==> src/rtl/core/huffman_page_decoder_top_macros.svh <==
// Assertion macros for the Huffman page decoder.
// Included by every RTL file that carries assertions; no other dependencies.
`ifndef HUFFMAN_PAGE_DECODER_TOP_MACROS_SVH
`define HUFFMAN_PAGE_DECODER_TOP_MACROS_SVH

`ifndef NO_ASSERTIONS
`define HPD_ASSERT_IMP(label, clk, rst_n, ante, cons) \
    label: assert property (@(posedge clk) disable iff (!rst_n) (ante) |-> (cons)) \
        else $error("assertion failed");
`define HPD_ASSERT_NXT(label, clk, rst_n, ante, cons) \
    label: assert property (@(posedge clk) disable iff (!rst_n) (ante) |=> (cons)) \
        else $error("assertion failed");
`else
`define HPD_ASSERT_IMP(label, clk, rst_n, ante, cons)
`define HPD_ASSERT_NXT(label, clk, rst_n, ante, cons)
`endif

`endif

==> src/rtl/core/hpd_pkg.sv <==
// Shared types and constants for the Huffman page decoder.
// No dependencies; used by the top, hpd_front and hpd_back.
`default_nettype none

package hpd_pkg;

    localparam logic       OP_LOAD        = 1'b0;
    localparam logic       OP_DATA        = 1'b1;
    localparam logic       REG_ROOT_NODE  = 1'b0;
    localparam logic       REG_LEAF_LIMIT = 1'b1;
    localparam logic [7:0] ROOT_RESET     = 8'd0;
    localparam logic [7:0] LEAF_RESET     = 8'd128;
    localparam logic [9:0] POS_MAX        = 10'd1023;
    localparam logic [2:0] LAST_BIT       = 3'd7;
    localparam logic [1:0] QUEUE_DEPTH    = 2'd2;

    typedef struct packed {
        logic       opcode;
        logic [7:0] node_index;
        logic [7:0] left_child;
        logic [7:0] right_child;
        logic [7:0] data_byte;
        logic       first_of_page;
        logic [2:0] start_offset;
        logic       last_of_page;
    } t_in_word;

    typedef struct packed {
        logic [7:0] symbol;
        logic [9:0] symbol_position;
        logic       end_of_page;
    } t_out_word;

    typedef enum logic {KIND_LOAD, KIND_BYTE} t_item_kind;

    typedef struct packed {
        t_item_kind kind;
        t_in_word   word;
    } t_item;

    typedef struct packed {
        logic  valid;
        t_item item;
    } t_queue_head;

    typedef struct packed {
        logic [7:0] root_node;
        logic [7:0] leaf_limit;
    } t_cfg;

    typedef enum logic {ST_IDLE, ST_WALK} t_back_state;

endpackage

`default_nettype wire

==> src/rtl/core/hpd_front.sv <==
// Input side: accepts words, tags them load or byte, two-entry queue.
// Depends on hpd_pkg and the assertion macro header.
`default_nettype none

`include "huffman_page_decoder_top_macros.svh"

module hpd_front (
    input  wire                      i_clk,
    input  wire                      i_rst_n,
    input  wire                      i_in_valid,
    output logic                     o_in_stall,
    input  wire  hpd_pkg::t_in_word  i_in_word,
    output hpd_pkg::t_queue_head     o_head,
    input  wire                      i_pop
);

    hpd_pkg::t_item r_mem [2];
    logic           r_wr_ptr;
    logic           r_rd_ptr;
    logic [1:0]     r_count;
    logic           push;
    hpd_pkg::t_item item;

    always_comb begin
        item.word = i_in_word;
        unique case (i_in_word.opcode)
            hpd_pkg::OP_LOAD: item.kind = hpd_pkg::KIND_LOAD;
            hpd_pkg::OP_DATA: item.kind = hpd_pkg::KIND_BYTE;
            default:          item.kind = hpd_pkg::KIND_LOAD;
        endcase
    end

    assign o_in_stall   = (r_count == hpd_pkg::QUEUE_DEPTH);
    assign push         = i_in_valid && !o_in_stall;
    assign o_head.valid = (r_count != 2'd0);
    assign o_head.item  = r_mem[r_rd_ptr];

    always_ff @(posedge i_clk) begin
        if (push) begin
            r_mem[r_wr_ptr] <= item;
        end
    end

    always_ff @(posedge i_clk) begin
        if (!i_rst_n) begin
            r_wr_ptr <= 1'b0;
            r_rd_ptr <= 1'b0;
            r_count  <= 2'd0;
        end else begin
            if (push) begin
                r_wr_ptr <= !r_wr_ptr;
            end
            if (i_pop) begin
                r_rd_ptr <= !r_rd_ptr;
            end
            r_count <= 2'(r_count + {1'b0, push} - {1'b0, i_pop});
        end
    end

    `HPD_ASSERT_IMP(a_pop_nonempty, i_clk, i_rst_n, i_pop, r_count != 2'd0)
    `HPD_ASSERT_IMP(a_count_bound, i_clk, i_rst_n, 1'b1, r_count <= hpd_pkg::QUEUE_DEPTH)
    `HPD_ASSERT_NXT(a_push_counts, i_clk, i_rst_n, push && !i_pop, r_count == $past(r_count) + 2'd1)

endmodule

`default_nettype wire

==> config.mk <==
export PLATFORM = sky130hd
export DESIGN_NAME = hpd_front
export DESIGN_NICKNAME = d
export VERILOG_FILES = /design/src/rtl/core/hpd_pkg.sv /design/src/rtl/core/hpd_front.sv
export VERILOG_INCLUDE_DIRS = /design/src /design/src/rtl/core
export SDC_FILE = /design/constraint.sdc
export NUM_CORES = 1
export LEC_CHECK = 0
export BUFFER_PORTS_ARGS = -buffer_cell sky130_fd_sc_hd__buf_4
export CORE_ASPECT_RATIO = 1.1
export CORE_MARGIN = 3
export CORE_UTILIZATION = 45
export DETAILED_ROUTE_END_ITERATION = 8
export MAX_ROUTING_LAYER = met4
export PLACE_DENSITY_LB_ADDON = 0.12
export SYNTH_ARGS = -nofsm -noshare
export SYNTH_HDL_FRONTEND = slang
export SYNTH_SLANG_ARGS = --single-unit
export TNS_END_PERCENT = 1
==> constraint.sdc <==
create_clock -name i_clk -period 2.78 [get_ports i_clk]
set_input_delay 0.556 -clock i_clk [delete_from_list [all_inputs] [get_ports i_clk]]
set_output_delay 0.556 -clock i_clk [all_outputs]
set_load 0.02 [all_outputs]
Word-level counts from Yosys, hierarchy flattened
Memory sizes are Yosys's and may differ from the RTL's. A register that Yosys moved wholly into a read port is not among the register bits.
Cells that the tools add are included.
Widths: inputs -> output; s select.
Word-level totals
  register bits: 4
  memory bits (writable): 78
  input port bits: 42
  word-level logic and storage cells: 18
  memories: 1
Operators by class
  add/sub/neg operators: 2
  equality and inequality tests: 1
  muxes and demuxes: 5
  bitwise logic cells: 1
  reductions and logical operators: 5
Memory list
  r_mem: depth 2, width 39, read ports 1, clocked after memory_dff 1, write ports 1, RTL line hpd_front.sv:17  | hpd_pkg::t_item r_mem [2];
Operator list (number)
  $mux 1: 4
  $logic_not 1->1: 3
  $add 2x1->2: 1
  $eq 2x2->1 const B: 1
  $pmux 1 s2: 1
  $reduce_bool 2->1: 1
  $sub 2x1->2: 1
  $logic_and 1x1->1: 1
  $not 1->1: 1

Longest topological paths before layout
Gate-level depths: netlist of run 1.
  depth in word-level cells: 5
  depth in mapped cells: 8
  gate-level depth less buffers: 8

Worst setup path before layout of run 1
OpenSTA, ideal clock, no wires.
  kind: input port to flip-flop
  start: input i_in_valid
  end: memory r_mem[0][0] in the netlist's numbering (enable)
  setup time: 0.433 ns
  arrival: 2.252 ns
  data required time: 2.347 ns
  slack: 0.095 ns
  cell stages on the path: 2
  buffers on the path: 0
  cell sequence: nand2_1 -> nor2_1
Between the ends
  word-level cells in the longest chain between the ends: 3
Ends and longest elaborated chain
  start: declaration: RTL line hpd_front.sv:10  | input wire i_in_valid,
  $logic_and 1x1->1: RTL line hpd_front.sv:34  | assign push = i_in_valid && !o_in_stall;
  $mux 1: RTL line hpd_front.sv:39  | if (push) begin
  $mux 1 (not written as such): RTL line hpd_front.sv:40  | r_mem[r_wr_ptr] <= item;
  end: declaration: RTL line hpd_front.sv:17
No other way between the ends.

==> results of run 1 <==
==> cells by family after synthesis <==
logic type / count (synthesis)
xor gates and xnor gates: 2
adders and majority gates: 2
DFF: 81
and+or+nand+nor: 13
buffers and inverters: 8
muxes: 39
==> worst paths after layout <==
path,from,end,slack (ns),cells after the start
hold / removal,i_in_word[34],r_mem[1][34],0.40,1
hold reg to reg,r_wr_ptr,r_wr_ptr,0.53,2
setup / recovery,flip-flop,o_head[38],0.44,3
setup reg to reg,r_count[0],r_mem[1][20],1.06,3
==> sequential cells by signal (all words and copies together), names as in the netlist, named ones only <==
register	flops
r_wr_ptr	1
r_rd_ptr	1
r_count	2
r_mem	76
==> synth_stat cells <==
| cell | n | share of area |
|---|---|---|
| or2_2 | 1 | 0.0020 |
| mux2_4 | 20 | 0.098 |
| nand2b_1 | 2 | 0.0041 |
| nor3_1 | 1 | 0.0016 |
| inv_1 | 3 | 0.0037 |
| nor2_1 | 4 | 0.0049 |
| xnor2_1 | 1 | 0.0029 |
| xor2_1 | 1 | 0.0029 |
| ha_1 | 2 | 0.0082 |
| dfxtp_1 | 5 | 0.033 |
| nand2_1 | 2 | 0.0025 |
| buf_2 | 1 | 0.0016 |
| mux2_2 | 18 | 0.066 |
| buf_6 | 3 | 0.011 |
| buf_4 | 1 | 0.0025 |
| edfxtp_1 | 76 | 0.75 |
| and3_1 | 1 | 0.0020 |
| mux2i_1 | 1 | 0.0033 |
| and2_1 | 2 | 0.0041 |
==> worst register-to-register path, stage by stage, from the launching register on <==
cell and delay [ns]:
dfxtp_1 0.35, nand2b_1 0.15, and3_2 0.52, buf_4 0.37
==> power groups by stage <==
stage,clock network (mW),logic (mW),registers [mW]
after detailed placement,0,0.607,1.56
after floorplan,0,0.366,1.54
after global routing,0.781,0.637,1.54
after CTS,0.722,0.609,1.53
after global placement,0,0.588,1.55
final,0.700,0.596,1.53
==> cell type report <==
class / instances / share of cell area
inverter: 3 / 0.00285
multi-input combinational: 56 / 0.159
tap: 80 / 0.0253
timing repair buffer: 85 / 0.168
sequential: 81 / 0.603
clock inverter: 6 / 0.00887
clock buffer: 10 / 0.0323
==> metal layers <==
layer	vias to the layer above	part of all wire	track usage
met5	-	0	-
met4	0	0.013	0.0673
met3	7	0.052	0.0302
met2	49	0.55	0.236
met1	733	0.39	0.156
li1	738	-	-
==> per-stage QoR <==
step | cells | area, um2 | setup WS [ns] | util
6_report | 321 | 3950 | 0.440 | 0.619
5_1_grt | 321 | 3950 | 0.329 | 0.619
4_1_cts | 321 | 3950 | 0.409 | 0.619
3_5_place_dp | 305 | 3790 | 0.788 | 0.594
3_3_place_gp | 305 | 3790 | 0.813 | 0.594
2_1_floorplan | 145 | 3060 | 0.0949 | -
==> out/qor.yml, run 1 <==
timing:
  period_share: 0.842
  worst_pin_slew_ns: 0.626
  period_minus_slack_ns: 2.34
  relSlewSlack: 0.581
  finalMaxSlewViolations: 0
  fin_skew_ns: 0.00518
  rsz0062_at_grt: "no"
  fin_hold_ws_ns: 0.405
  tns_ns: 0
  fmax_mhz: 427
  hold_viol: 0
  setup_viol: 0
finish:
  antenna_cells: 0
  fillers: 493
  syn_to_final_growth_pct: 29.1
  seq_area_mm2: 0.00238
  most-common-layout-cells: "buf_4, edfxtp_1, mux2_4"
  multi_input_area_um2: 629
  nNetsFinal: 280
  layout_commonest_cell: "buf_4"
  drive_gt1_frac: 0.585
grt:
  grt_pass1_wl_um: 8050
  grt.overflow.total: 0
  grt_max_degree: 22
  grt.total_usage: 0.139
  grt_pass1_vias: 1680
  antenna_found_initial: 0
drt:
  wl_per_cell_um: 16.0
  dr.pass1.iters: 4
  drt-total-wl_um: 5140
  drc: 0
  vias_per_cell: 4.76
  drt-initial-drc-count: 91
  vias: 1527
  antenna_left: 0
logic_synthesis:
  synth_mux_area_frac: 0.168
  synth_top_family_by_area: "multiplexers"
  synth.net_count: 189
  synth_compound_area_frac: 0
  synth_cell_types: 19
  netlist_area_mm2: 0.00306
  yosys_warnings: 0
  synthAdderAreaFrac: 0.00818
  synth-xor-area-share: 0.00572
  syn_inst: 145
  synth-seq-cells: 81
  synth-simple-area-share: 0.0213
  synth.yosys.seq_area_share: 0.778
  post_synth.cell_area_avg_um2: 21.1
worst_setup_path:
  crit_path_max_fanout: 21
  cp_top_family: "flip-flops"
  crit_chain: "buf_12, mux2_2, buf_4"
  slowest_delay_ns: 0.65
  cp.required_ns: 2.22
  critPathCaptureType: "output pin"
  arrival_ns: 1.78
  crit_buf_inv: 2
  cp-start-kind: "flip-flop"
  criticalPathCategory: "flip-flop to output pin"
  cp_slowest_cell: "dfxtp_2"
clock_tree:
  post_cts_resize_count: 0
  clockBufferDepth: 2
  clock-root-buffer: "clkbuf_8"
  insertion_delay_ns: 0.33
  clkSinkCount: 81
  postCtsSetupRepairBufs: 0
  clkTransAtPathRegs_ns: 0.08
  htree_levels: 3
  cts_tree: "done"
  cts_hold_buf: 0
  numCtsBuffers: 9
pwr:
  p_int_mw: 2.10
  power_mw: 2.83
  switching_share: 0.259
  seq_power_share: 0.542
  power_frac_comb: 0.211
  powerDensity_mw_per_mm2: 716
  leakage_nw: 1.55
  p_sw_uw: 731
  vdd_drop_max_uv: 380
  power.share.clock: 0.248
placed_design:
  gp_congestion: 0.745
  numPortBuffers: 82
  place_hpwl_um: 3670
hold_path:
  min_path_type: "input pin to flip-flop"
floorplan:
  dieArea_mm2: 0.00783
  die_w_um: 84.6
  ios: 83
  fp.dieH_um: 92.5
  core-area_mm2: 0.00638
  initial_core_util: 0.480
  rows: 30
run_status:
  status: "finished clean"
flow_run:
  drv_cap: 0
Power figures use the tool's default switching activity.
==> run 2, diff against run 1 <==
==> constraint.sdc (replaced) <==
create_clock -name i_clk -period 2.3 [get_ports i_clk]
set_input_delay 0.46 -clock i_clk [delete_from_list [all_inputs] [get_ports i_clk]]
set_output_delay 0.46 -clock i_clk [all_outputs]
set_load 0.02 [all_outputs]
==> run 2 against run 1 <==
  * Sequential cell count unchanged
  * Die area unchanged
  * Highest routed layer unchanged
  * Largest cell class unchanged
  * Total power rose by 28%
==> out/qor.yml, run 2 (synthesis results as in run 1) <==
timing:
  period_share: 0.869
  worst_pin_slew_ns: 0.462  # was 0.626 ns
  fin_hold_ws_ns: 0.302  # was 0.405 ns
  fin_skew_ns: 0.00712  # was 0.00518 ns
  hold_viol: 0  # unchanged
  rsz0062_at_grt: "no"  # unchanged
  setup_viol: 0  # unchanged
  relSlewSlack: 0.692  # was 0.581
  tns_ns: 0  # unchanged
  period_minus_slack_ns: 2.00
  finalMaxSlewViolations: 0  # unchanged
  fmax_mhz: 501
finish:
  fillers: 468  # was 493
  multi_input_area_um2: 629  # unchanged
  layout_commonest_cell: "buf_4"  # unchanged
  post-route-util: 0.626  # was 0.619
  nNetsFinal: 281  # was 280
  seq_area_mm2: 0.00238  # unchanged
  antenna_cells: 0  # unchanged
  top_register: "r_mem"  # unchanged
  drive_gt1_frac: 0.577  # was 0.585
  syn_to_final_growth_pct: 30.5  # was 29.1%
  most-common-layout-cells: "buf_4, edfxtp_1, mux2_4"  # unchanged
  largest_register_ffs: 76  # unchanged
  reg_top3: "r_mem x76, r_count x2"  # unchanged
grt:
  grt_max_degree: 27  # was 22
  antenna_found_initial: 0  # unchanged
  grt.overflow.total: 0  # unchanged
  grt_pass1_wl_um: 7600  # was 8050 um
  grt_pass1_vias: 1638  # was 1680
  grt.total_usage: 0.133  # was 0.139
flow_run:
  drv_cap: 0  # unchanged
placed_design:
  numPortBuffers: 82  # unchanged
  place_hpwl_um: 3600  # was 3670 um
  gp_congestion: 0.722  # was 0.745
worst_setup_path:
  cp-start-kind: "flip-flop"  # unchanged
  critPathCaptureType: "output pin"  # unchanged
  r2r_slack_ns: 0.62  # was 1.06 ns
  crit_path_max_fanout: 21  # unchanged
  arrival_ns: 1.54  # was 1.78 ns
  cp.required_ns: 1.84  # was 2.22 ns
  criticalPathCategory: "flip-flop to output pin"  # unchanged
drt:
  route.met2.wl_um: 2690  # was 2830 um
  dr.pass1.iters: 4  # unchanged
  wl_met3_um: 357  # was 266 um
  wl_met1_um: 1930  # was 1980 um
  drt-initial-drc-count: 87  # was 91
  highest_layer: "met4"  # unchanged
  wl_per_cell_um: 15.8  # was 16.0 um
  drc: 0  # unchanged
  vias: 1572  # was 1527
  drt-total-wl_um: 5070  # was 5140 um
  antenna_left: 0  # unchanged
  vias_per_cell: 4.90  # was 4.76
floorplan:
  fp.dieH_um: 92.5  # unchanged
  die_w_um: 84.6  # unchanged
  initial_core_util: 0.480  # unchanged
  ios: 83  # unchanged
  rows: 30  # unchanged
  core-area_mm2: 0.00638  # unchanged
  dieArea_mm2: 0.00783  # unchanged
pwr:
  powerDensity_mw_per_mm2: 904  # was 716 mW/mm2
  vdd_drop_max_uv: 513  # was 380 uV
  power_mw: 3.61  # was 2.83 mW
  leakage_nw: 1.57  # was 1.55 nW
clock_tree:
  clock-root-buffer: "clkbuf_8"  # unchanged
  clkTransAtPathRegs_ns: 0.08  # about the same
  htree_levels: 3  # unchanged
  clkSinkCount: 81  # unchanged
  numCtsBuffers: 9  # unchanged
  postCtsSetupRepairBufs: 0  # unchanged
  cts_hold_buf: 0  # unchanged
  insertion_delay_ns: 0.34  # was 0.33 ns
  post_cts_resize_count: 0  # unchanged
  cts_tree: "done"  # unchanged
  clockBufferDepth: 2  # unchanged
hold_path:
  min_path_type: "input pin to flip-flop"  # unchanged
run_status:
  status: "finished clean"  # unchanged
## run 2: cell count changes in the layout (fill, tap and decap cells not counted)
cell and change:
clkinvlp_4 -1, clkinv_2 -3, clkinv_4 -1, bufinv_16 +2, clkinv_1 +2, buf_4 +1
## run 2: layer usage
metal | up-vias | track usage
met5 | - | -
li1 | 739 | -
met4 | 0 | 0.0712
met1 | 766 | 0.142
met3 | 10 | 0.0391
met2 | 57 | 0.224
## run 2: critical path: stages, from the launching register on
cell,delay (ns)
dfxtp_2,0.32
buf_4,0.33
mux2_2,0.39
buf_4,0.16
## run 2: area by class of cell
cell class	count	share of cell area
flip-flops and latches	81	0.597
inverters	3	0.00282
repair buffers	86	0.168
well taps	80	0.0251
clock buffers	10	0.0320
clock inverters	5	0.0179
multi-input cells	56	0.158
## run 2: per-stage QoR
stage / cell area (um2) / instances / worst slack [ns]
after global routing: 3990 / 321 / 0.225
after floorplan: 3060 / 145 / 0.336
after CTS: 3990 / 321 / 0.273
after global placement: 3790 / 306 / 0.662
final: 3990 / 321 / 0.302
after detailed placement: 3790 / 306 / 0.602
## run 2: worst paths after layout
| kind | startpoint | to | cells after the start |
|---|---|---|---|
| max reg2reg | r_count[0] | r_count[1] | 8 |
| max | flip-flop | o_head[38] | 3 |
| min | i_in_word[20] | r_mem[1][20] | 1 |
| min reg2reg | r_rd_ptr | flip-flop | 2 |
## run 2: power breakdown
| part | internal (mW) | switching, mW |
|---|---|---|
| logic | 0.358 | 0.376 |
| clock network | 0.595 | 0.446 |
| registers | 1.79 | 0.0435 |
