<file path="src/rtl/core/huffman_page_decoder_top_macros.svh">
// Assertion macros for the Huffman page decoder.
// Included by every RTL file that carries assertions; no other dependencies.
`ifndef HUFFMAN_PAGE_DECODER_TOP_MACROS_SVH
`define HUFFMAN_PAGE_DECODER_TOP_MACROS_SVH

`ifndef NO_ASSERTIONS
`define HPD_ASSERT_IMP(label, clk, rst_n, ante, cons) \
    label: assert property (@(posedge clk) disable iff (!rst_n) (ante) |-> (cons)) \
        else $error("assertion failed");
`define HPD_ASSERT_NXT(label, clk, rst_n, ante, cons) \
    label: assert property (@(posedge clk) disable iff (!rst_n) (ante) |=> (cons)) \
        else $error("assertion failed");
`else
`define HPD_ASSERT_IMP(label, clk, rst_n, ante, cons)
`define HPD_ASSERT_NXT(label, clk, rst_n, ante, cons)
`endif

`endif

</file>
<file path="src/rtl/core/hpd_pkg.sv">
// Shared types and constants for the Huffman page decoder.
// No dependencies; used by the top, hpd_front and hpd_back.
`default_nettype none

package hpd_pkg;

    localparam logic       OP_LOAD        = 1'b0;
    localparam logic       OP_DATA        = 1'b1;
    localparam logic       REG_ROOT_NODE  = 1'b0;
    localparam logic       REG_LEAF_LIMIT = 1'b1;
    localparam logic [7:0] ROOT_RESET     = 8'd0;
    localparam logic [7:0] LEAF_RESET     = 8'd128;
    localparam logic [9:0] POS_MAX        = 10'd1023;
    localparam logic [2:0] LAST_BIT       = 3'd7;
    localparam logic [1:0] QUEUE_DEPTH    = 2'd2;

    typedef struct packed {
        logic       opcode;
        logic [7:0] node_index;
        logic [7:0] left_child;
        logic [7:0] right_child;
        logic [7:0] data_byte;
        logic       first_of_page;
        logic [2:0] start_offset;
        logic       last_of_page;
    } t_in_word;

    typedef struct packed {
        logic [7:0] symbol;
        logic [9:0] symbol_position;
        logic       end_of_page;
    } t_out_word;

    typedef enum logic {KIND_LOAD, KIND_BYTE} t_item_kind;

    typedef struct packed {
        t_item_kind kind;
        t_in_word   word;
    } t_item;

    typedef struct packed {
        logic  valid;
        t_item item;
    } t_queue_head;

    typedef struct packed {
        logic [7:0] root_node;
        logic [7:0] leaf_limit;
    } t_cfg;

    typedef enum logic {ST_IDLE, ST_WALK} t_back_state;

endpackage

`default_nettype wire

</file>
<file path="src/rtl/core/hpd_ram.sv">
// Generic single-write, single-read RAM with registered read data.
// No dependencies.
`default_nettype none

module hpd_ram #(
    parameter int WIDTH = 16,
    parameter int DEPTH = 256
) (
    input  wire                      i_clk,
    input  wire                      i_wr_en,
    input  wire  [$clog2(DEPTH)-1:0] i_wr_addr,
    input  wire  [WIDTH-1:0]         i_wr_data,
    input  wire                      i_rd_en,
    input  wire  [$clog2(DEPTH)-1:0] i_rd_addr,
    output logic [WIDTH-1:0]         o_rd_data
);

    logic [WIDTH-1:0] r_mem [DEPTH];

    always_ff @(posedge i_clk) begin
        if (i_wr_en) begin
            r_mem[i_wr_addr] <= i_wr_data;
        end
        if (i_rd_en) begin
            o_rd_data <= r_mem[i_rd_addr];
        end
    end

endmodule

`default_nettype wire

</file>
<file path="src/rtl/core/hpd_back.sv">
// Execution side: node table writes and the bit-by-bit tree walk, result register.
// Depends on hpd_pkg, hpd_ram and the assertion macro header.
`default_nettype none

`include "huffman_page_decoder_top_macros.svh"

module hpd_back #(
    parameter int NODE_COUNT = 256
) (
    input  wire                       i_clk,
    input  wire                       i_rst_n,
    input  wire  hpd_pkg::t_cfg       i_cfg,
    input  wire  hpd_pkg::t_queue_head i_head,
    output logic                      o_pop,
    output logic                      o_out_valid,
    input  wire                       i_out_stall,
    output hpd_pkg::t_out_word        o_out_word
);

    localparam int         AW = $clog2(NODE_COUNT);
    localparam logic [8:0] NC = 9'(NODE_COUNT);

    hpd_pkg::t_back_state r_state, n_state;
    logic [7:0]  r_walk, n_walk;
    logic [9:0]  r_pos, n_pos;
    logic        r_done, n_done;
    logic        r_open, n_open;
    logic [2:0]  r_bit, n_bit;
    logic [7:0]  r_byte, n_byte;
    logic        r_last, n_last;
    logic        r_rd_oor;
    logic        r_out_valid;
    hpd_pkg::t_out_word r_out;

    logic        out_free;
    logic        wr_en, rd_en;
    logic [15:0] rd_data;
    logic [7:0]  child;
    logic        bit_val, done_now, is_leaf, finish, step, emit, start;
    logic        rd_oor;
    hpd_pkg::t_out_word emit_word;
    hpd_pkg::t_in_word  hw;

    assign hw       = i_head.item.word;
    assign out_free = !r_out_valid || !i_out_stall;
    assign bit_val  = r_byte[3'(hpd_pkg::LAST_BIT - r_bit)];
    assign child    = r_rd_oor ? 8'd0 : (bit_val ? rd_data[7:0] : rd_data[15:8]);
    assign done_now = r_done || (r_bit == hpd_pkg::LAST_BIT && r_last);
    assign is_leaf  = child < i_cfg.leaf_limit;
    assign finish   = (is_leaf && done_now) || (r_bit == hpd_pkg::LAST_BIT);
    assign step     = (r_state == hpd_pkg::ST_WALK) && out_free;
    assign emit     = step && is_leaf;
    assign start    = (r_state == hpd_pkg::ST_IDLE) && i_head.valid
                      && (i_head.item.kind == hpd_pkg::KIND_BYTE)
                      && (hw.first_of_page || r_open);
    assign rd_oor   = ({1'b0, n_walk} >= NC);
    assign wr_en    = (r_state == hpd_pkg::ST_IDLE) && i_head.valid
                      && (i_head.item.kind == hpd_pkg::KIND_LOAD)
                      && ({1'b0, hw.node_index} < NC);
    assign rd_en    = start || (step && !finish);

    assign emit_word.symbol          = child;
    assign emit_word.symbol_position = r_pos;
    assign emit_word.end_of_page     = done_now;

    hpd_ram #(
        .WIDTH (16),
        .DEPTH (NODE_COUNT)
    ) u_nodes (
        .i_clk     (i_clk),
        .i_wr_en   (wr_en),
        .i_wr_addr (hw.node_index[AW-1:0]),
        .i_wr_data ({hw.left_child, hw.right_child}),
        .i_rd_en   (rd_en),
        .i_rd_addr (n_walk[AW-1:0]),
        .o_rd_data (rd_data)
    );

    always_comb begin
        n_state = r_state;
        unique case (r_state)
            hpd_pkg::ST_IDLE: begin
                if (start) begin
                    n_state = hpd_pkg::ST_WALK;
                end
            end
            hpd_pkg::ST_WALK: begin
                if (step && finish) begin
                    n_state = hpd_pkg::ST_IDLE;
                end
            end
            default: n_state = hpd_pkg::ST_IDLE;
        endcase
    end

    always_comb begin
        n_walk = r_walk;
        n_pos  = r_pos;
        n_done = r_done;
        n_open = r_open;
        n_bit  = r_bit;
        n_byte = r_byte;
        n_last = r_last;
        o_pop  = 1'b0;
        unique case (r_state)
            hpd_pkg::ST_IDLE: begin
                o_pop = i_head.valid;
                if (i_head.valid && i_head.item.kind == hpd_pkg::KIND_BYTE) begin
                    n_byte = hw.data_byte;
                    n_last = hw.last_of_page;
                    n_bit  = 3'd0;
                    if (hw.first_of_page) begin
                        n_walk = i_cfg.root_node;
                        n_pos  = 10'd0;
                        n_done = 1'b0;
                        n_open = 1'b1;
                        n_bit  = hw.start_offset;
                    end
                end
            end
            hpd_pkg::ST_WALK: begin
                if (step) begin
                    n_done = done_now;
                    n_bit  = 3'(r_bit + 3'd1);
                    if (is_leaf) begin
                        n_walk = i_cfg.root_node;
                        if (r_pos != hpd_pkg::POS_MAX) begin
                            n_pos = 10'(r_pos + 10'd1);
                        end
                        if (done_now) begin
                            n_open = 1'b0;
                        end
                    end else begin
                        n_walk = child;
                    end
                end
            end
            default: ;
        endcase
    end

    always_ff @(posedge i_clk) begin
        if (!i_rst_n) begin
            r_state     <= hpd_pkg::ST_IDLE;
            r_walk      <= hpd_pkg::ROOT_RESET;
            r_pos       <= 10'd0;
            r_done      <= 1'b0;
            r_open      <= 1'b1;
            r_out_valid <= 1'b0;
        end else begin
            r_state <= n_state;
            r_walk  <= n_walk;
            r_pos   <= n_pos;
            r_done  <= n_done;
            r_open  <= n_open;
            if (emit) begin
                r_out_valid <= 1'b1;
            end else if (!i_out_stall) begin
                r_out_valid <= 1'b0;
            end
        end
    end

    always_ff @(posedge i_clk) begin
        r_bit  <= n_bit;
        r_byte <= n_byte;
        r_last <= n_last;
        if (rd_en) begin
            r_rd_oor <= rd_oor;
        end
        if (emit) begin
            r_out <= emit_word;
        end
    end

    assign o_out_valid = r_out_valid;
    assign o_out_word  = r_out;

    `HPD_ASSERT_IMP(a_walk_open, i_clk, i_rst_n, r_state == hpd_pkg::ST_WALK, r_open)
    `HPD_ASSERT_NXT(a_eop_closes, i_clk, i_rst_n, emit && done_now, !r_open && r_state == hpd_pkg::ST_IDLE)
    `HPD_ASSERT_NXT(a_last_bit_ends, i_clk, i_rst_n, step && r_bit == hpd_pkg::LAST_BIT, r_state == hpd_pkg::ST_IDLE)
    `HPD_ASSERT_IMP(a_emit_room, i_clk, i_rst_n, emit, !r_out_valid || !i_out_stall)

endmodule

`default_nettype wire
</file>
<file path="config.mk">
export PLATFORM = sky130hd
export DESIGN_NAME = hpd_back
export DESIGN_NICKNAME = d
export VERILOG_FILES = /design/src/rtl/core/hpd_pkg.sv /design/src/rtl/core/hpd_ram.sv /design/src/rtl/core/hpd_back.sv
export VERILOG_INCLUDE_DIRS = /design/src /design/src/rtl/core
export SDC_FILE = /design/constraint.sdc
export NUM_CORES = 2
export LEC_CHECK = 0
export ABC_AREA = 0
export ABC_CLOCK_PERIOD_IN_PS = 10900
export BUFFER_PORTS_ARGS = -buffer_cell sky130_fd_sc_hd__buf_2
export CAP_MARGIN = 20
export CORE_MARGIN = 5
export CORE_UTILIZATION = 60
export DETAILED_ROUTE_END_ITERATION = 6
export MAX_ROUTING_LAYER = met4
export PLACE_DENSITY = 0.76
export SLEW_MARGIN = 20
export SYNTH_ARGS = -nofsm -noshare
export SYNTH_HDL_FRONTEND = slang
export SYNTH_SLANG_ARGS = --single-unit
</file>
<file path="constraint.sdc">
create_clock -name i_clk -period 10.9 [get_ports i_clk]
set_input_delay 2.18 -clock i_clk [delete_from_list [all_inputs] [get_ports i_clk]]
set_output_delay 2.18 -clock i_clk [all_outputs]
set_load 0.01 [all_outputs]
</file>
[Word-level counts from Yosys, hierarchy flattened]
Memories as Yosys holds them, arrays and structs flattened. A register that Yosys moved wholly into a read port is not among the register bits.
Index checks and enable logic that the tools add are counted.
Storage, ports and cells
  flip-flop bits (word level): 53
  memory bits (writable): 4096
  input port bits: 59
  memories: 1
Memories
  u_nodes.r_mem: words 256, width 16, read ports 1, clocked after memory_dff 1, wr ports 1, line hpd_ram.sv:18  | logic [WIDTH-1:0] r_mem [DEPTH];
Cells by class
  add/subtract/negate cells: 3
  magnitude comparators: 2
  equality and inequality tests: 9
  multiplexer cells: 36
  bitwise operators: 2
  reduce and logical (&&, ||, !) cells: 24
Operators with widths (number)
  $mux 10: 5
  $mux 8: 5
  $pmux 10 s2: 1
  $mux 1: 16
  $pmux 8 s2: 1
  $ne 2x1->1 const B: 6
  $logic_and 1x1->1: 11
  $add 10x1->10 const B: 1
  $ne 10x10->1 const B: 1
  $reduce_and 5->1: 2
  $mux 3: 3
  $lt 8x8->1: 1
  $pmux 1 s2: 3
  $pmux 3 s2: 1
  $logic_or 1x1->1: 5
  $lt 3x4->1 const B: 1
  $reduce_and 2->1: 2
  $add 3x1->3 const B: 1
  $bmux 1 s3: 1
  $eq 3x3->1 const B: 1
  $logic_not 1->1: 3
  $reduce_and 3->1: 1
  $sub 3x3->3 const A: 1
  $ne 2x2->1 const B: 1
  $not 1->1: 2

[Logic depth before layout (Yosys ltp)]
  depth after elaboration: 10
  depth in mapped cells: 24

[Modules after synthesis]
A second synthesis with hierarchy kept.
Second synthesis, totals
  cell total of the unflattened synthesis: 7616
  area, all modules: 161544.9 um^2
Modules (own cells, without submodules)
  hpd_ram: instances 1, cells each 7360, area each 158874.9 um^2
  hpd_back: instances 1, cells each 256, area each 2670.1 um^2

[Worst setup path before layout]
Ideal clock, no wire load.
  path type: input -> register
  start: input i_cfg[6] in the netlist's numbering
  end: register u_nodes.o_rd_data[5], read port of u_nodes.r_mem, data pin
  data arrival time: 5.441 ns
  required time: 10.629 ns
  setup slack: 5.189 ns
  cell stages on the path: 15
  buffers on the path: 3
  cells stage by stage: inv_1 ha_1 nand4_1 nor3_1 mux2i_1 a211o_1 nand3_2 buf_6 buf_4 buf_2 mux4_2 a22oi_1 o21ai_0 a2111oi_0 nor3_1
On the way
  cells in the longest elaborated chain, start to end: 6
RTL lines
  from (decl): line hpd_back.sv:12  | input wire hpd_pkg::t_cfg i_cfg,
  $lt 8x8->1 (*): line hpd_back.sv:49  | assign is_leaf = child < i_cfg.leaf_limit;
  parallel branches: the longest is 5 deep, another holds $mux 8
  to (decl): line hpd_ram.sv:15  | output logic [WIDTH-1:0] o_rd_data
Mark *: on every way between the ends.
A chain may end at the register's enable or synchronous reset.

[Final worst setup path]
  start: register r_bit[0]
  end: register u_nodes.o_rd_data[11], read port of u_nodes.r_mem, data pin
On the way
  cells in the longest elaborated chain, start to end: 10
RTL lines
  from (decl): line hpd_back.sv:28  | logic [2:0] r_bit, n_bit;
  from (signal assigned): line hpd_back.sv:165  | r_bit <= n_bit;
  $sub 3x3->3 (*): line hpd_back.sv:46  | assign bit_val = r_byte[3'(hpd_pkg::LAST_BIT - r_bit)];
  $bmux 1 s3 (*): line hpd_back.sv:46
  $mux 1 (not written as such) (*): line hpd_back.sv:46
  $mux 8 (*): line hpd_back.sv:47  | assign child = r_rd_oor ? 8'd0 : (bit_val ? rd_data[7:0] : rd_data[15:8]);
  net child[4]: line hpd_back.sv:38  | logic [7:0] child;
  parallel branches: the longest is 6 deep, another holds $lt 8x8->1
Mark *: on every way through the listed nets, which the timed path passes. The select of a mux whose other input is x is not followed.

==> run_results.csv <==
group,metric,value,unit
route,wl,431400,µm
route,num_vias,85221,
synthesis,synth_cells,7703,
timing,setup_tns,0,ns
worst_setup_path,critPathKind,"register to register",
route,viasPerCell,7.076,
synthesis,yosys_register_bits,4165,
clock_tree,cts-htree-levels,5,
pwr,power.share.switching,25.85,%
pwr,p_leak,56.10,nW
timing,max_freq,0.1127,GHz
timing,slew_headroom,14.23,%
route,drcViolationCount,4,
global_routing,overflow,0,
synthesis,ys.flop_type,"edfxtp_1",
clock_tree,root_buffer,"clkbuf_16",
synthesis,syn-mean-instance-area,20.73,µm²
clock_tree,ctsResizeCount,0,
pwr,p_sw,9.562,mW
floorplan,die_w,525.9,µm
timing,setup_violations,0,
pwr,worst_ir_drop_vdd,129.7,µV
clock_tree,cts.clk_slew.worst_paths,0.07,ns
synthesis,synth.distinct_cells,73,
timing,min_period,8.875,ns
synthesis,ys_warn_count,0,
clock_tree,cts_buffers,401,
pwr,p_clk_share,37.0,%
worst_setup_path,worstPathRequired,11.53,ns
placement,dp_cells,11279,
floorplan,die_area,276500,µm²
pwr,p_comb_share,15.1,%
route,routedWlPerCell,35.81,µm
global_routing,grt_pass1_wl,608800,µm
pwr,p_seq_share,47.9,%
route,drt_first_iter_violations,15293,
job,cap_violations,0,
cells_and_area,drive_gt1_share,24.09,%
hold_path,hold_path.class,"register to register",
synthesis,synth-seq-area-share,78.19,%
synthesis,syn-num-nets,7772,
worst_setup_path,worstPathMaxFanout,44,
pwr,p_int,27.43,mW
clock_tree,cts_tree,"done",
cells_and_area,design_area,178900,µm²
outcome,violations,"design-rule violations",
cells_and_area,fin_nets,8220,
placement,numPortBuffers,78,
clock_tree,postCtsSetupBuffers,0,
global_routing,grt_max_degree,175,
worst_setup_path,worst_ep_arrival_time,9.50,ns
global_routing,antenna_found_initial,23,
timing,hold_viol,0,
route,ant_nets,0,
clock_tree,hold_buffers,0,
timing,min_period_over_period,81.43,%
synthesis,synth_edf_count,4143,
global_routing,grtUsageTotal,31.80,%
timing,worst_pin_slew,1.279,ns
cells_and_area,synthToLayoutAreaGrowth,12.07,%
cells_and_area,fin_cells,12044,
placement,placed_area,165900,µm²
timing,slew_viol_final,0,
outcome,status,"finished with violations",
route,first_pass_iters,7,
clock_tree,clock_sinks,4165,
floorplan,rows,189,
floorplan,start_util,60.23,%
placement,hpwl,246100,µm
synthesis,synth_area,159700,µm²
cells_and_area,final_cell_mix,"edfxtp_1 (4143), mux4_2 (873), nand2_1 (483), a22oi_1 (428), clkbuf_16 (408)",
clock_tree,clk_path_buf_depth,4,
clock_tree,clock_latency,0.93,ns
synthesis,async_reset_ff_share,0,%
timing,finalClockSkew,0.06838,ns
global_routing,grt_pass1_vias,83105,
placement,gp_congestion,0.9428,
floorplan,io_pins,80,
cells_and_area,final_common_cell,"edfxtp_1",
pwr,finalPower,36.99,mW
worst_setup_path,cp-start-kind,"register",
floorplan,fp.dieH,525.9,µm
worst_setup_path,endpoint_kind,"register",
pwr,cellPowerDensity,206.7,nW/µm²
timing,rsz0062_at_grt,"false",
floorplan,core,265100,µm²
## worst max-delay path, cell delays in order, from the launching register on
cell and delay (ns):
edfxtp_1 0.54, mux2i_1 0.18, mux4_2 0.76, mux2i_1 0.66
inv_1 0.20, ha_1 0.35, nand4_1 0.24, nor3_1 0.40
mux2_4 0.23, o31a_1 0.81, o221a_4 0.74, buf_12 0.38
buf_4 0.63, mux4_2 0.45, a22o_1 0.24, o21ai_0 0.34
o2111ai_1 0.25, o32ai_1 0.92, nor3_1 0.15
## sequential cells by signal, indices dropped and copies added, names as in the netlist
name and flops:
o_out_valid 1, o_out_word 19, r_bit 3, r_byte 8, r_done 1, r_last 1, r_open 1, r_pos 10
r_state 1, r_walk 8, u_nodes.o_rd_data 16, u_nodes.r_mem 4096
## cells by family after synthesis
family / share of synthesized area [%]
AOI/OAI and AO/OA: 4.510
xor gates and xnor gates: 0.03840
adders and majority gates: 0.07836
buffers and inverters: 1.577
DFF: 78.19
muxes: 12.75
and+or+nand+nor: 2.857
## layout make-up
| class | count | area (µm²) |
|---|---|---|
| Multi-Input combinational cell | 3058 | 32590 |
| Fill cell | 15663 | 86150 |
| Clock inverter | 239 | 2292 |
| Inverter | 15 | 56.30 |
| Timing Repair Buffer | 510 | 4084 |
| Clock buffer | 486 | 10550 |
| Antenna cell | 38 | 95.09 |
| Sequential cell | 4165 | 124900 |
| Tap cell | 3533 | 4420 |
## metal layers
metal / global-route usage (%) / vias up / wire, µm
met5: - / - / 0
met4: 14.40 / 0 / 22430
met3: 9.624 / 1065 / 64090
met2: 45.42 / 7186 / 197500
met1: 42.97 / 43870 / 147300
li1: - / 33100 / -
## final timing paths
check / startpoint / endpoint / slack, ns / cells past startpoint
hold / removal: r_open / r_open / 0.45 / 1
setup / recovery: r_bit[0] / u_nodes.o_rd_data[11] / 2.02 / 18
setup reg to reg: r_bit[0] / u_nodes.o_rd_data[11] / 2.02 / 18
hold reg to reg: r_open / r_open / 0.45 / 1
## power by group through the flow
stage	registers, mW	logic (mW)	clock network (mW)
floorplan	18.0	3.38	0
global placement	18.0	5.32	0
detailed placement	18.0	5.41	0
CTS	17.7	5.47	13.8
global route	17.7	5.78	14.5
finish	17.7	5.60	13.7
## synth_stat cells, types with 33 or more instances
library cell	instances	area (µm²)
mux4_2	873	19660
a21oi_1	375	1877
buf_6	33	371.6
a22oi_1	428	3213
nor2_1	291	1092
buf_1	62	232.7
edfxtp_1	4143	124400
nand2_1	486	1824
nand4_1	50	312.8
buf_2	152	760.7
nor4_1	48	300.3
mux2i_1	56	560.5
buf_4	71	533.0
nand3_1	85	425.4
clkbuf_1	146	548.0
## stage by stage
stage          setup WS, ns  utilization [%]  hold WS (ns)
2_1_floorplan         5.189                -        0.4211
3_3_place_gp          2.448            62.58        0.4300
3_5_place_dp          2.236            62.59        0.4346
4_1_cts               2.302            67.43        0.4523
5_1_grt               1.884            67.49        0.4792
6_report              2.025            67.50        0.4529
No activity file was read; power rests on OpenSTA's default activity.
